`src/mgd_pkg.sv`:
```
`default_nettype none

package mgd_pkg;

   localparam int SEED_W = 16;

   typedef logic [1:0] dir_type;

   localparam dir_type DIR_N = 2'd0;
   localparam dir_type DIR_S = 2'd1;
   localparam dir_type DIR_E = 2'd2;
   localparam dir_type DIR_W = 2'd3;

   // entry k is the k-th direction tried from a cell
   typedef dir_type [3:0] order_type;

   localparam order_type ORDER_BASE = {DIR_W, DIR_E, DIR_S, DIR_N};

   typedef struct packed {
      logic      busy;
      order_type order;
   } shuf_status_type;

endpackage

`default_nettype wire

```
`src/mgd_shuffle.sv`:
```
`default_nettype none

module mgd_shuffle (
   input  wire logic                        clock,
   input  wire logic                        reset,
   input  wire logic                        seed_load,
   input  wire logic [mgd_pkg::SEED_W-1:0]  seed_value,
   input  wire logic                        start,
   output mgd_pkg::shuf_status_type         status
);

   localparam logic [mgd_pkg::SEED_W-1:0] LFSR_TAPS = 16'hB400;
   localparam logic [mgd_pkg::SEED_W-1:0] LFSR_ONE  = 16'h0001;

   logic [mgd_pkg::SEED_W-1:0] lfsr_ff, lfsr_in;
   logic                       busy_ff, busy_in;
   logic [1:0]                 idx_ff, idx_in;
   mgd_pkg::order_type         order_ff, order_in;
   logic [mgd_pkg::SEED_W-1:0] draw;
   logic [1:0]                 pick;

   // 4 = 1 mod 3, so base-4 digit sum keeps the residue
   function automatic logic [1:0] mod3(input logic [mgd_pkg::SEED_W-1:0] v);
      logic [4:0] s;
      logic [2:0] t;
      s = '0;
      for (int k = 0; k < mgd_pkg::SEED_W / 2; k++) begin
         s = s + 5'(v[2*k +: 2]);
      end
      t = 3'(s[1:0]) + 3'(s[3:2]) + 3'(s[4]);
      if (t >= 3'd6) begin
         t = t - 3'd6;
      end else if (t >= 3'd3) begin
         t = t - 3'd3;
      end
      return t[1:0];
   endfunction

   always_comb begin
      draw = {1'b0, lfsr_ff[mgd_pkg::SEED_W-1:1]} ^ (lfsr_ff[0] ? LFSR_TAPS : '0);

      unique case (idx_ff)
         2'd3: begin
            pick = draw[1:0];
         end
         2'd2: begin
            pick = mod3(draw);
         end
         default: begin
            pick = {1'b0, draw[0]};
         end
      endcase

      order_in = order_ff;
      idx_in   = idx_ff;
      busy_in  = busy_ff;
      lfsr_in  = lfsr_ff;

      if (busy_ff) begin
         order_in[idx_ff] = order_ff[pick];
         order_in[pick]   = order_ff[idx_ff];
         idx_in           = idx_ff - 2'd1;
         busy_in          = (idx_ff != 2'd1);
         lfsr_in          = draw;
      end
      if (start) begin
         order_in = mgd_pkg::ORDER_BASE;
         idx_in   = 2'd3;
         busy_in  = 1'b1;
      end
      if (seed_load) begin
         lfsr_in = (seed_value == '0) ? LFSR_ONE : seed_value;
      end
   end

   always_ff @(posedge clock) begin
      if (reset) begin
         lfsr_ff <= LFSR_ONE;
         busy_ff <= 1'b0;
      end else begin
         lfsr_ff <= lfsr_in;
         busy_ff <= busy_in;
      end
      idx_ff   <= idx_in;
      order_ff <= order_in;
   end

   assign status.busy  = busy_ff;
   assign status.order = order_ff;

endmodule

`default_nettype wire

```
`config.mk`:
```
export PLATFORM = sky130hd
export DESIGN_NAME = mgd_shuffle
export DESIGN_NICKNAME = d
export VERILOG_FILES = /design/src/mgd_pkg.sv /design/src/mgd_shuffle.sv
export SDC_FILE = /design/constraint.sdc
export NUM_CORES = 1
export LEC_CHECK = 0
export ABC_CLOCK_PERIOD_IN_PS = 17250
export CAP_MARGIN = 20
export CORE_MARGIN = 4
export CORE_UTILIZATION = 39
export CTS_CLUSTER_DIAMETER = 200
export CTS_CLUSTER_SIZE = 20
export DETAILED_ROUTE_END_ITERATION = 8
export DONT_BUFFER_PORTS = 1
export PLACE_DENSITY_LB_ADDON = 0.08
export REMOVE_ABC_BUFFERS = 1
export SLEW_MARGIN = 20
export SYNTH_ARGS = -nofsm -noshare
export SYNTH_HDL_FRONTEND = slang
export SYNTH_SLANG_ARGS = --single-unit
```
`constraint.sdc`:
```
create_clock -name clock -period 17.25 [get_ports clock]
set_clock_uncertainty 0.1 [all_clocks]
set_input_delay 0.8625 -clock clock [delete_from_list [all_inputs] [get_ports clock]]
set_output_delay 0.8625 -clock clock [all_outputs]
set_load 0.02 [all_outputs]
```
======== Word-level counts from Yosys, hierarchy flattened ========
Index checks and enable logic that the tools add are counted.
cells by class
  order comparisons ....................... 6
  multipliers ............................. 0
  shifts and indexed selects .............. 0
  equal/unequal tests ..................... 3
  muxes and demuxes ....................... 19
  $add $sub $neg .......................... 12
  reductions and logical operators ........ 4
  bitwise logic cells ..................... 1
  divide/modulo/power cells ............... 0
operators with widths
  operator                                                                count
  16-bit two-way mux                                                      4
  5-bit by 2-bit adder with 5-bit output                                  4
  8-bit bitwise mux                                                       2
  16-bit zero test                                                        1
  15-bit by 16-bit bitwise XOR with 16-bit output                         1
  2-bit two-way mux                                                       6
  2-bit binary-select mux with 2-bit select                               2
  2-bit demux with 2-bit select                                           2
  2-bit by 2-bit adder with 3-bit output                                  2
  2-bit by 3-bit < comparator with 1-bit output (second input constant)   2
  4-bit by 2-bit adder with 5-bit output                                  1
  3-bit by 2-bit adder with 4-bit output                                  1
  2-bit == test (second input constant)                                   2
  2-bit by 1-bit >= comparator with 1-bit output (second input constant)  2
  2-bit case mux with 2 select lines                                      1
  2-bit subtractor (second input constant)                                2
  3-bit by 1-bit adder with 3-bit output                                  1
  3-bit by 2-bit >= comparator with 1-bit output (second input constant)  1
  3-bit >= comparator (second input constant)                             1
  1-bit logical AND                                                       2
  1-bit two-way mux                                                       2
  2-bit by 1-bit != test with 1-bit output (second input constant)        1
  2-bit nonzero test                                                      1
  2-bit by 1-bit subtractor with 2-bit output (second input constant)     1
storage, ports and cells
  output and inout bits ................... 9
  bits in latches ......................... 0
  memories kept ........................... 0
  logic and storage cells ................. 52
  bits of input ports ..................... 20
  bits in read-only memories .............. 0
  register bits ........................... 27
  memory bits (writable) .................. 0

======== Depth between registers and ports, before layout ========
Gate-level depths: netlist of the first run.
  word-level depth ........................ 20
  mapped depth ............................ 23
  gate-level depth less buffers ........... 21

======== Worst setup path before layout of the first run ========
No wires, ideal clock.
  kind .................................... register -> register
  from .................................... register lfsr_ff[0] (netlist name)
  to ...................................... register order_ff (netlist bit status[2])
  clock period less this slack ............ 6.384 ns
  setup time .............................. 0.134 ns
  data arrival time ....................... 6.150 ns
  path slack .............................. 10.866 ns
  cell stages (with the launch flop) ...... 23
  required time ........................... 17.016 ns
  path buffers ............................ 2
  path through ............................ dfxtp_1 clkbuf_1 inv_1 fa_1 inv_1 fa_1 fa_1 inv_1 fa_1 inv_1 ha_1 fa_1 inv_1 fa_1 inv_1 fa_1 ha_1 o311a_1 a22o_1 buf_6 and2_4 and3_1 or4_1
between the ends
  word-level cells in the longest chain between the ends .. 16
RTL lines
  element                                                                                                                                       RTL line                              RTL
  start: declaration                                                                                                                            mgd_shuffle.sv:15                     logic [mgd_pkg::SEED_W-1:0] lfsr_ff, lfsr_in;
  start signal: assignment                                                                                                                      mgd_shuffle.sv:81                     lfsr_ff <= lfsr_in;
  16-bit two-way mux *                                                                                                                          mgd_shuffle.sv:40                     draw = {1'b0, lfsr_ff[mgd_pkg::SEED_W-1:1]} ^ (lfsr_ff[0] ? LFSR_TAPS : '0);
  15-bit by 16-bit bitwise XOR with 16-bit output *                                                                                             mgd_shuffle.sv:40
  5-bit by 2-bit adder with 5-bit output (2 in series)                                                                                          mgd_shuffle.sv:28                     s = s + 5'(v[2*k +: 2]);
  5-bit by 2-bit adder with 5-bit output *                                                                                                      mgd_shuffle.sv:28
  2-bit by 2-bit adder with 3-bit output                                                                                                        mgd_shuffle.sv:30                     t = 3'(s[1:0]) + 3'(s[3:2]) + 3'(s[4]);
  3-bit by 1-bit adder with 3-bit output *                                                                                                      mgd_shuffle.sv:30
  3-bit by 2-bit >= comparator with 1-bit output / 2-bit subtractor (equally long branches)                                                     mgd_shuffle.sv:33, mgd_shuffle.sv:34
  2-bit two-way mux                                                                                                                             mgd_shuffle.sv:33                     end else if (t >= 3'd3) begin
  2-bit two-way mux *                                                                                                                           mgd_shuffle.sv:31                     if (t >= 3'd6) begin
  2-bit case mux with 2 select lines *                                                                                                          mgd_shuffle.sv:42                     unique case (idx_ff)
  2-bit by 3-bit < comparator with 1-bit output (not written as such) / 2-bit by 1-bit >= comparator with 1-bit output (equally long branches)  mgd_shuffle.sv:61                     order_in[pick] = order_ff[idx_ff];
  1-bit logical AND (not written as such)                                                                                                       mgd_shuffle.sv:61
  2-bit two-way mux (not written as such)                                                                                                       mgd_shuffle.sv:61
  2-bit demux with 2-bit select                                                                                                                 mgd_shuffle.sv:61
  8-bit bitwise mux *                                                                                                                           mgd_shuffle.sv:61
  end signal: assignment                                                                                                                        mgd_shuffle.sv:85                     order_ff <= order_in;
  end: declaration                                                                                                                              mgd_shuffle.sv:18                     mgd_pkg::order_type order_ff, order_in;
Every way passes the cells marked *; elsewhere a longest branch is shown, timed or not. The select of a mux whose other input is x is not followed.
A chain may end at the register's enable or synchronous reset.

======== Worst setup path after layout of the first run ========
  from .................................... register lfsr_ff[2] (netlist name)
  to ...................................... register order_ff (netlist bit status[2])
between the ends
  word-level cells in the longest chain between the ends .. 19
RTL lines
  element                                                                                                                                       RTL line
  15-bit by 16-bit bitwise XOR with 16-bit output *                                                                                             mgd_shuffle.sv:40
  2-bit by 2-bit adder with 3-bit output                                                                                                        mgd_shuffle.sv:28
  3-bit by 2-bit adder with 4-bit output                                                                                                        mgd_shuffle.sv:28
  4-bit by 2-bit adder with 5-bit output                                                                                                        mgd_shuffle.sv:28
  5-bit by 2-bit adder with 5-bit output (4 in series)                                                                                          mgd_shuffle.sv:28
  2-bit by 2-bit adder with 3-bit output                                                                                                        mgd_shuffle.sv:30
  3-bit by 1-bit adder with 3-bit output                                                                                                        mgd_shuffle.sv:30
  3-bit by 2-bit >= comparator with 1-bit output / 2-bit subtractor (equally long branches)                                                     mgd_shuffle.sv:33, mgd_shuffle.sv:34
  2-bit two-way mux                                                                                                                             mgd_shuffle.sv:33
  2-bit two-way mux                                                                                                                             mgd_shuffle.sv:31
  2-bit case mux with 2 select lines *                                                                                                          mgd_shuffle.sv:42
  2-bit by 3-bit < comparator with 1-bit output (not written as such) / 2-bit by 1-bit >= comparator with 1-bit output (equally long branches)  mgd_shuffle.sv:61
  1-bit logical AND (not written as such)                                                                                                       mgd_shuffle.sv:61
  2-bit two-way mux (not written as such)                                                                                                       mgd_shuffle.sv:61
  2-bit demux with 2-bit select                                                                                                                 mgd_shuffle.sv:61
  8-bit bitwise mux *                                                                                                                           mgd_shuffle.sv:61
Marks and branches as above.

==> results.txt, run 1 <==
Antenna diodes: 0
FF-to-FF End: status[2]
Seq/Total Area, Yosys: 24.0%
FFs w/ async S/R, synth: 0%
end of the worst hold path: busy_ff
Tcrit/Tclk final: 40.5%
DIE WIDTH: 84.0 um
htree depth: 1
EDFF count, synth: 0
minimum clock period: 6980 ps
nets@finish: 311
Sequential Area: 542 um^2
synthesis-stage register bit count: 27
# IOs: 29
Fin Setup TNS: 0 ps
Max Cap Viol: 0
Slew headroom: 35.2%
fraction of layout cells with a size suffix above 1: 4.51%
clk root buf: clkbuf_8
WHS Path Cells: 1
Worst-path clk slew: 100 ps
DR iter-0 viols: 135
gr ovfl total: 0
slew at the pin with the worst max-slew slack: 971 ps
post-CTS setup buffer count: 0
final count of hold timing violations: 0
HP Start: reset
cell taking the most area after synthesis: dfxtp_1
status: completed
area taken by multi-input logic gates: 1530 um^2
port bufs: 0
die area: 7050 um^2
Critical R2R Launch: lfsr_ff[2]
first-pass GRT wire length: 9210 um
Post-Syn Area: 2250 um^2
Ys Warns: 0
top area cells in the synthesized netlist: dfxtp_1, fa_1, nor2_1, mux2i_1, ha_1
Detail Placement HPWL: 3930 um
Avg Cell Area, Syn: 8.10 um^2
pin count of the biggest net entering global routing: 41
FF-to-FF setup slack: 10270 ps
most common cell in the netlist: nor2_1
Final ANT Viol Nets: 0
TritonCTS Sinks: 27
most frequent cells after synthesis: nor2_1, inv_1, dfxtp_1
CTS max path bufs: 2
Pre-antenna DRT Iters: 4
GRT Total Usage: 15.5%
CTS tree: done
post-synth top area share: 24.0%
Crit. End Element: flop
DRC Markers: 0
clk_lat worst skew: 280 ps
routed vias: 1878
crit path DAT: 7050 ps
predominant post-synthesis flop cell: dfxtp_1
Post-Route WL: 5210 um
CP Max Fanout: 13
area delta synth->final: 2.95%
# setup viols final: 0
# rows: 27
initial antenna violation count: 0
GPL Wtd Cong: 0.806
Gate Count Post-Synth: 278
Hold Buf Count CTS: 0
Peak Freq: 0.143 GHz
WL per Instance: 15.4 um
vias per cell: 5.56
Fillers: 582
number of global-route vias before repair: 1967
R2R depth: 21
CTS Buf Count: 3
Max Slew Vio Count: 0
startpoint types: flop
Die Y: 84.0 um
CTS resizes: 0
RSZ-0062 raised after global routing: false
Crit Path Class: reg2reg
initial core utilization: 40.6%
WP data required: 17310 ps
post-synthesis cell type count: 57
Core ar.: 5540 um^2
Hold WC Path Type: in2reg
[cell type report]
type,instances,share of cell area (%)
Sequential cell,27,23.4
Multi-Input combinational cell,207,66.1
Clock buffer,3,1.78
Inverter,28,4.54
Tap cell,72,3.89
Clock inverter,1,0.324
[through the flow]
step                instances  utilization, %  area, um^2  setup slack (ps)  hold slack [ps]
floorplan                 262               -        2180             10770              473
global placement          334            40.9        2270             10390              529
detailed placement        334            40.9        2270             10260              532
CTS                       338            41.8        2320             10250              526
global route              338            41.8        2320              9770              527
finish                    338            41.8        2320             10270              537
[cells by family after synthesis]
| family | Yosys count | share of synthesized area (%) |
|---|---|---|
| and+or+nand+nor | 95 | 20.2 |
| AOI/OAI and AO/OA | 67 | 20.0 |
| buffers and inverters | 44 | 7.95 |
| DFF | 27 | 24.0 |
| adders and majority gates | 24 | 17.7 |
| muxes | 16 | 8.23 |
| xor gates and xnor gates | 5 | 1.95 |
[worst max path at each step]
stage	from	endpoint	slack (ps)	cells past startpoint
3_3_place_gp	lfsr_ff[0]	status[2]	10390	21
3_5_place_dp	lfsr_ff[2]	status[2]	10260	21
6_report	lfsr_ff[2]	status[2]	10270	21
4_1_cts	lfsr_ff[2]	status[2]	10250	21
2_1_floorplan	lfsr_ff[0]	status[2]	10770	21
5_1_grt	lfsr_ff[2]	status[2]	9770	21
[critical path, stage by stage (launching register included)]
cell	delay, ps
dfxtp_1	420
inv_1	90
fa_1	530
inv_1	50
fa_1	500
fa_1	540
inv_1	50
fa_1	520
inv_1	40
ha_1	210
fa_1	490
inv_1	50
fa_1	380
inv_1	70
fa_1	480
ha_1	260
nor4_1	370
a31oi_1	150
a21boi_1	730
o211a_1	300
nor2_1	60
or4_1	490
[cells in the final DEF, fill, tap and decap left out, types with 3 or more instances in the layout]
master / instances
fa_1: 13
nand2_1: 15
a211oi_1: 3
nand2b_1: 6
a21oi_1: 24
a31oi_1: 3
o21ai_0: 9
dfxtp_1: 26
ha_1: 11
nor4_1: 7
nor3_1: 4
nand3_1: 7
mux2i_1: 14
inv_1: 28
clkbuf_8: 3
o21a_1: 3
xor2_1: 3
nor2_1: 40
[flip-flops by register name, indices dropped and copies added (netlist names)]
signal	cells
busy_ff	1
idx_ff	2
lfsr_ff	16
status	8
[per-layer routing]
metal | share of wire [%] | GRT usage, % | up-vias
met1 | 48 | 21.6 | 867
met4 | 0.69 | 3.07 | 0
met3 | 5.8 | 2.86 | 4
met5 | 0 | 0 | -
li1 | - | - | 944
met2 | 45 | 25.0 | 63
Power of run 1 is left out: the tool's default activity adds up to more than one toggle a clock period on the data nets, which glitch-free logic cannot reach.
==> inputs of run 2 (changes only) <==
--- a/config.mk
+++ b/config.mk
@@ -5,7 +5,8 @@
 export SDC_FILE = /design/constraint.sdc
 export NUM_CORES = 1
 export LEC_CHECK = 0
-export ABC_CLOCK_PERIOD_IN_PS = 17250
+export ABC_AREA = 1
+export ABC_CLOCK_PERIOD_IN_PS = 6600
 export CAP_MARGIN = 20
 export CORE_MARGIN = 4
 export CORE_UTILIZATION = 39
==> constraint.sdc (replaced) <==
create_clock -name clock -period 6.6 [get_ports clock]
set_clock_uncertainty 0.1 [all_clocks]
set_input_delay 0.33 -clock clock [delete_from_list [all_inputs] [get_ports clock]]
set_output_delay 0.33 -clock clock [all_outputs]
set_load 0.02 [all_outputs]
==> run 2 against run 1 <==
Against the previous run: non-clock buffer count rose by 1; core utilization rose by 0.31 points; register-to-register slack got worse by 9800 ps; die area decreased by 8.3%; clock-buffer cell count unchanged; critical endpoint is now status[4].
==> results.txt, run 2 <==
die area: 6470 um^2 (-8.3%)
CP max stage cell: fa_1
CP Max Fanout: 12 (-1)
clk root buf: clkbuf_8
CTS Buf Count: 3 (unchanged)
non-filler cells, final: 357 (+5.6%)
top area cells in the synthesized netlist: dfxtp_1, fa_1, nand2_1, inv_1, ha_1
most common cell in the netlist: nand2_1
Max Cap Viol: 0 (unchanged)
gr ovfl total: 0 (unchanged)
Bufs and invs on worst path: 7 (+1)
Worst-path clk slew: 110 ps (about the same)
fin area: 2150 um^2 (-7.1%)
GPL Wtd Cong: 0.881 (+9.3%)
predominant post-synthesis flop cell: dfxtp_1
most frequent cells after synthesis: nand2_1, inv_1, nor2_1
Critical R2R Launch: lfsr_ff[0]
port bufs: 0 (unchanged)
TritonCTS Sinks: 27 (unchanged)
fraction of layout cells with a size suffix above 1: 3.48% (-1.0 points)
Antenna diodes: 0 (unchanged)
WL per Instance: 14.4 um (-6.7%)
GRT Total Usage: 17.3% (+1.8 points)
slew at the pin with the worst max-slew slack: 755 ps (-216 ps)
vias per cell: 4.97 (-10%)
cell mode on critical path: nand2_1
Compound-Gate Fraction of Synth Area: 16.9% (-3.1 points)
CTS tree: done
EDFF count, synth: 0 (unchanged)
WHS: 38.2 ps (-499 ps)
number of global-route vias before repair: 1788 (-9.1%)
clk_lat worst skew: 280 ps (about the same)
Synth Area in Adders: 19.4% (+1.8 points)
Post-Syn Area: 2050 um^2 (-9.1%)
DIE WIDTH: 80.4 um (-4.2%)
area delta synth->final: 5.20%
startpoint types: flop
Gate Count Post-Synth: 290 (+4.3%)
routed vias: 1776 (-5.4%)
cell taking the most area after synthesis: dfxtp_1
Fillers: 559 (-4.0%)
WP data required: 6710 ps (-10600 ps)
# IOs: 29 (unchanged)
RSZ-0062 raised after global routing: false
xor/xnor cell area share of the yosys netlist: 1.71% (-0.23 points)
Hold WC Path Type: in2reg
post-CTS setup buffer count: 0 (unchanged)
pin count of the biggest net entering global routing: 18 (-56%)
Max Slew Vio Count: 0 (unchanged)
final count of hold timing violations: 0 (unchanged)
post-synthesis simple-gate area fraction: 22.9% (+2.7 points)
CTS max path bufs: 2 (unchanged)
first-pass GRT wire length: 8700 um (-5.5%)
# setup viols final: 0 (unchanged)
synthesis-stage register bit count: 27 (unchanged)
Core ar.: 5110 um^2 (-7.8%)
top cell family by delay on the critical path: adder cells
htree depth: 1 (unchanged)
Placed Instances: 352 (+5.4%)
Top reg by flops: lfsr_ff
Slew headroom: 49.5% (+14 points)
crit path DAT: 6190 ps (-860 ps)
Critical Path Start: lfsr_ff[0]
Detail Placement HPWL: 4140 um (+5.3%)
Post-DP Area: 2090 um^2 (-7.8%)
Crit. End Element: flop
initial antenna violation count: 0 (unchanged)
Avg Cell Area, Syn: 7.05 um^2 (-13%)
DR iter-0 viols: 151 (+12%)
max FFs per register: 16 (unchanged)
main combinational cell family by area after synthesis: simple AND/OR/NAND/NOR gates
Post-Route WL: 5140 um (-1.5%)
FFs w/ async S/R, synth: 0% (unchanged)
post-synthesis cell type count: 27 (-53%)
initial core utilization: 40.1% (-0.57 points)
commonest non-fill, non-tap cell in the layout: nand2_1
Final ANT Viol Nets: 0 (unchanged)
HP Start: start
most frequent cells in the layout: nand2_1, inv_1, nor2_1
Tcrit/Tclk final: 92.2% (+52 points)
post-synth top area share: 26.4% (+2.4 points)
minimum clock period: 6090 ps (-898 ps)
Pre-antenna DRT Iters: 4 (unchanged)
Crit Path Class: reg2reg
DRC Markers: 0 (unchanged)
Peak Freq: 0.164 GHz (+15%)
nets@finish: 332 (+6.8%)
Fin Setup TNS: 0 ps (unchanged)
slowest stage delay, CP: 540 ps (-190 ps)
mux share of post-synthesis cell area: 0% (-8.2 points)
# rows: 26 (-3.7%)
Ys Warns: 0 (unchanged)
Seq/Total Area, Yosys: 26.4% (+2.4 points)
status: completed
Die Y: 80.4 um (-4.2%)
-- run 2: cell count changes after synthesis, moves of 4 or more --
cell      delta
a21oi_1      -7
clkbuf_1     -5
inv_1       +30
mux2i_1     -14
nand2_1     +46
nand2b_1     -6
nand3_1      +7
nor2_1       -6
nor3_1       -4
o21ai_0      +4
-- run 2: cells by family after synthesis --
kind of cell / count (synthesis)
compound gates: 54
buf+inv: 66
xor+xnor: 4
fa+ha+maj: 24
flops: 27
simple gates: 115
-- run 2: per-layer routing --
metal  routed length, um  global-route usage, %
met5                   0                      0
met4                  74                   3.55
met3                 230                   3.81
met2                2080                   24.3
met1                2750                   26.7
-- run 2: final cells by class --
type / instances / area [um^2] / share of cell area, %
Multi-Input combinational cell: 197 / 1250 / 57.9
Sequential cell: 27 / 541 / 25.1
Inverter: 58 / 218 / 10.1
Tap cell: 70 / 87.6 / 4.07
Clock buffer: 3 / 41.3 / 1.92
Timing Repair Buffer: 1 / 10.0 / 0.465
Clock inverter: 1 / 8.76 / 0.407
-- run 2: worst register-to-register path, delay by kind of cell (launching register included) --
kind                       cells  cell delay, ps
buffers and inverters          7             450
AOI/OAI and AO/OA              1             150
DFF                            1             460
and+or+nand+nor               11            1010
adders and majority gates      9            3820
-- run 2: path summary, 6_finish.rpt --
path / depth (start not counted) / slack (ps) / end
max: 28 / 510 / status[4]
min reg2reg: 2 / 440 / lfsr_ff[9]
max reg2reg: 28 / 510 / status[4]
min: 2 / 40 / status[5]
-- run 2: repair_timing --
item                                   4_1_cts  5_1_grt
gates resized for setup                      0        0
hold buffers                                 1        0
endpoints found under the hold margin        1        0
-- run 2: metrics by stage --
stage	util, %	setup slack [ps]
3_5_place_dp	41.0	503
2_1_floorplan	-	862
3_3_place_gp	41.0	559
6_report	42.1	513
5_1_grt	42.1	41.8
4_1_cts	42.1	495
Power of run 2 is left out for the same reason.
==> inputs of run 3 (changes only) <==
--- a/config.mk
+++ b/config.mk
@@ -9,14 +9,14 @@
 export ABC_CLOCK_PERIOD_IN_PS = 6600
 export CAP_MARGIN = 20
 export CORE_MARGIN = 4
-export CORE_UTILIZATION = 39
+export CORE_UTILIZATION = 35
 export CTS_CLUSTER_DIAMETER = 200
 export CTS_CLUSTER_SIZE = 20
 export DETAILED_ROUTE_END_ITERATION = 8
 export DONT_BUFFER_PORTS = 1
+export GPL_TIMING_DRIVEN = 1
 export PLACE_DENSITY_LB_ADDON = 0.08
 export REMOVE_ABC_BUFFERS = 1
-export SLEW_MARGIN = 20
 export SYNTH_ARGS = -nofsm -noshare
 export SYNTH_HDL_FRONTEND = slang
 export SYNTH_SLANG_ARGS = --single-unit
==> run 3 against run 2 <==
Against the previous run: global-route usage fell by 2.3 points; largest cell class unchanged; worst hold slack improved by 7.9 ps; flip-flop and latch count did not move; die area rose by 10%; wire length rose by 0.47%; critical endpoint is now status[0]; first-iteration DRC count fell by 26%; clock-buffer cell count did not move.
==> results.txt, run 3 (synthesized netlist as in run 2, its figures left out) <==
port bufs: 0 (unchanged)
Tcrit/Tclk final: 92.7% (+0.48 points)
DR iter-0 viols: 112 (-26%)
pin count of the biggest net entering global routing: 17 (-1)
clk root buf: clkbuf_8
Peak Freq: 0.163 GHz (-0.52%)
FF-to-FF End: status[0]
CTS tree: done
crit path DAT: 6230 ps (+40 ps)
# rows: 27 (+3.8%)
DRC Markers: 0 (unchanged)
top cell family by delay on the critical path: adder cells
status: completed
vias per cell: 4.98 (+0.17%)
TritonCTS Sinks: 27 (unchanged)
area delta synth->final: 5.26% (about the same)
DIE WIDTH: 84.5 um (+5.0%)
initial antenna violation count: 0 (unchanged)
minimum clock period: 6120 ps (+31.7 ps)
GRT Total Usage: 15.0% (-2.3 points)
number of global-route vias before repair: 1707 (-4.5%)
# IOs: 29 (unchanged)
startpoint types: flop
non-filler cells, final: 359 (+0.56%)
nets@finish: 332 (unchanged)
commonest non-fill, non-tap cell in the layout: nand2_1
routed vias: 1789 (+0.73%)
Slew headroom: 46.0% (-3.5 points)
Post-Route WL: 5160 um (+0.47%)
Pre-antenna DRT Iters: 4 (unchanged)
gr ovfl total: 0 (unchanged)
first-pass GRT wire length: 8580 um (-1.3%)
max FFs per register: 16 (unchanged)
Placed Instances: 354 (+0.57%)
Max Cap Viol: 0 (unchanged)
cell mode on critical path: fa_1
fraction of layout cells with a size suffix above 1: 3.48% (unchanged)
Die Y: 84.5 um (+5.0%)
slew at the pin with the worst max-slew slack: 807 ps (+51.8 ps)
CP Max Fanout: 12 (unchanged)
Worst-path clk slew: 110 ps (about the same)
HP Start: start
Fin Setup TNS: 0 ps (unchanged)
Hold WC Path Type: in2reg
Critical R2R Launch: lfsr_ff[0]
Detail Placement HPWL: 4170 um (+0.90%)
post-route core utilization: 38.6% (-3.5 points)
WP data required: 6720 ps (about the same)
clk_lat worst skew: 280 ps (about the same)
Crit. End Element: flop
Top reg by flops: lfsr_ff
Antenna diodes: 0 (unchanged)
WL per Instance: 14.4 um (about the same)
CTS Buf Count: 3 (unchanged)
most frequent cells in the layout: nand2_1, inv_1, nor2_1
Core ar.: 5570 um^2 (+9.1%)
Crit Path Class: reg2reg
RSZ-0062 raised after global routing: false
end of the worst hold path: status[6]
WHS Path Cells: 2 (unchanged)
initial core utilization: 36.7% (-3.4 points)
GPL Wtd Cong: 0.871 (-1.1%)
Bufs and invs on worst path: 6 (-1)
die area: 7130 um^2 (+10%)
final count of hold timing violations: 0 (unchanged)
post-CTS setup buffer count: 0 (unchanged)
slowest stage delay, CP: 540 ps (about the same)
Final ANT Viol Nets: 0 (unchanged)
Critical Path Start: lfsr_ff[0]
Fillers: 631 (+13%)
# setup viols final: 0 (unchanged)
Hold Buf Count CTS: 1 (unchanged)
R2R depth: 26 (-7.1%)
FF-to-FF setup slack: 480 ps (-30 ps)
CP max stage cell: fa_1
Max Slew Vio Count: 0 (unchanged)
CTS resizes: 0 (unchanged)
htree depth: 1 (unchanged)
CTS max path bufs: 2 (unchanged)
[run 3: area by class of cell]
class                      instances  area, um^2  area share (%)
clock inverter                     1        7.51           0.349
multi-input combinational        197        1250            57.9
timing repair buffer               1        10.0           0.465
clock buffer                       3        41.3            1.92
sequential                        27         541            25.1
inverter                          58         218            10.1
tap                               72        90.1            4.18
[run 3: worst max-delay path by stage]
stage                end  slack [ps]  depth (start not counted)
3_5_place_dp   status[0]         510                         25
3_3_place_gp   status[0]         580                         27
5_1_grt        status[0]           8                         26
4_1_cts        status[0]         480                         24
6_report       status[0]         480                         26
2_1_floorplan  status[0]         860                         25
[run 3: per-stage QoR]
stage	setup slack [ps]	hold WS [ps]	area, um^2
after floorplan	862	299	2000
after global routing	7.63	35.2	2150
final	481	46.0	2150
after global placement	582	301	2090
after detailed placement	506	302	2090
after CTS	482	35.8	2150
[run 3: layer usage]
metal	vias up	routed length (um)	part of all wire (%)	global-route usage, %
met3	7	239	4.6	2.75
met1	823	2740	53	23.1
met4	0	82	1.6	4.46
li1	916	-	-	-
met2	43	2100	41	21.1
met5	-	0	0	0
Power of run 3 is left out for the same reason.
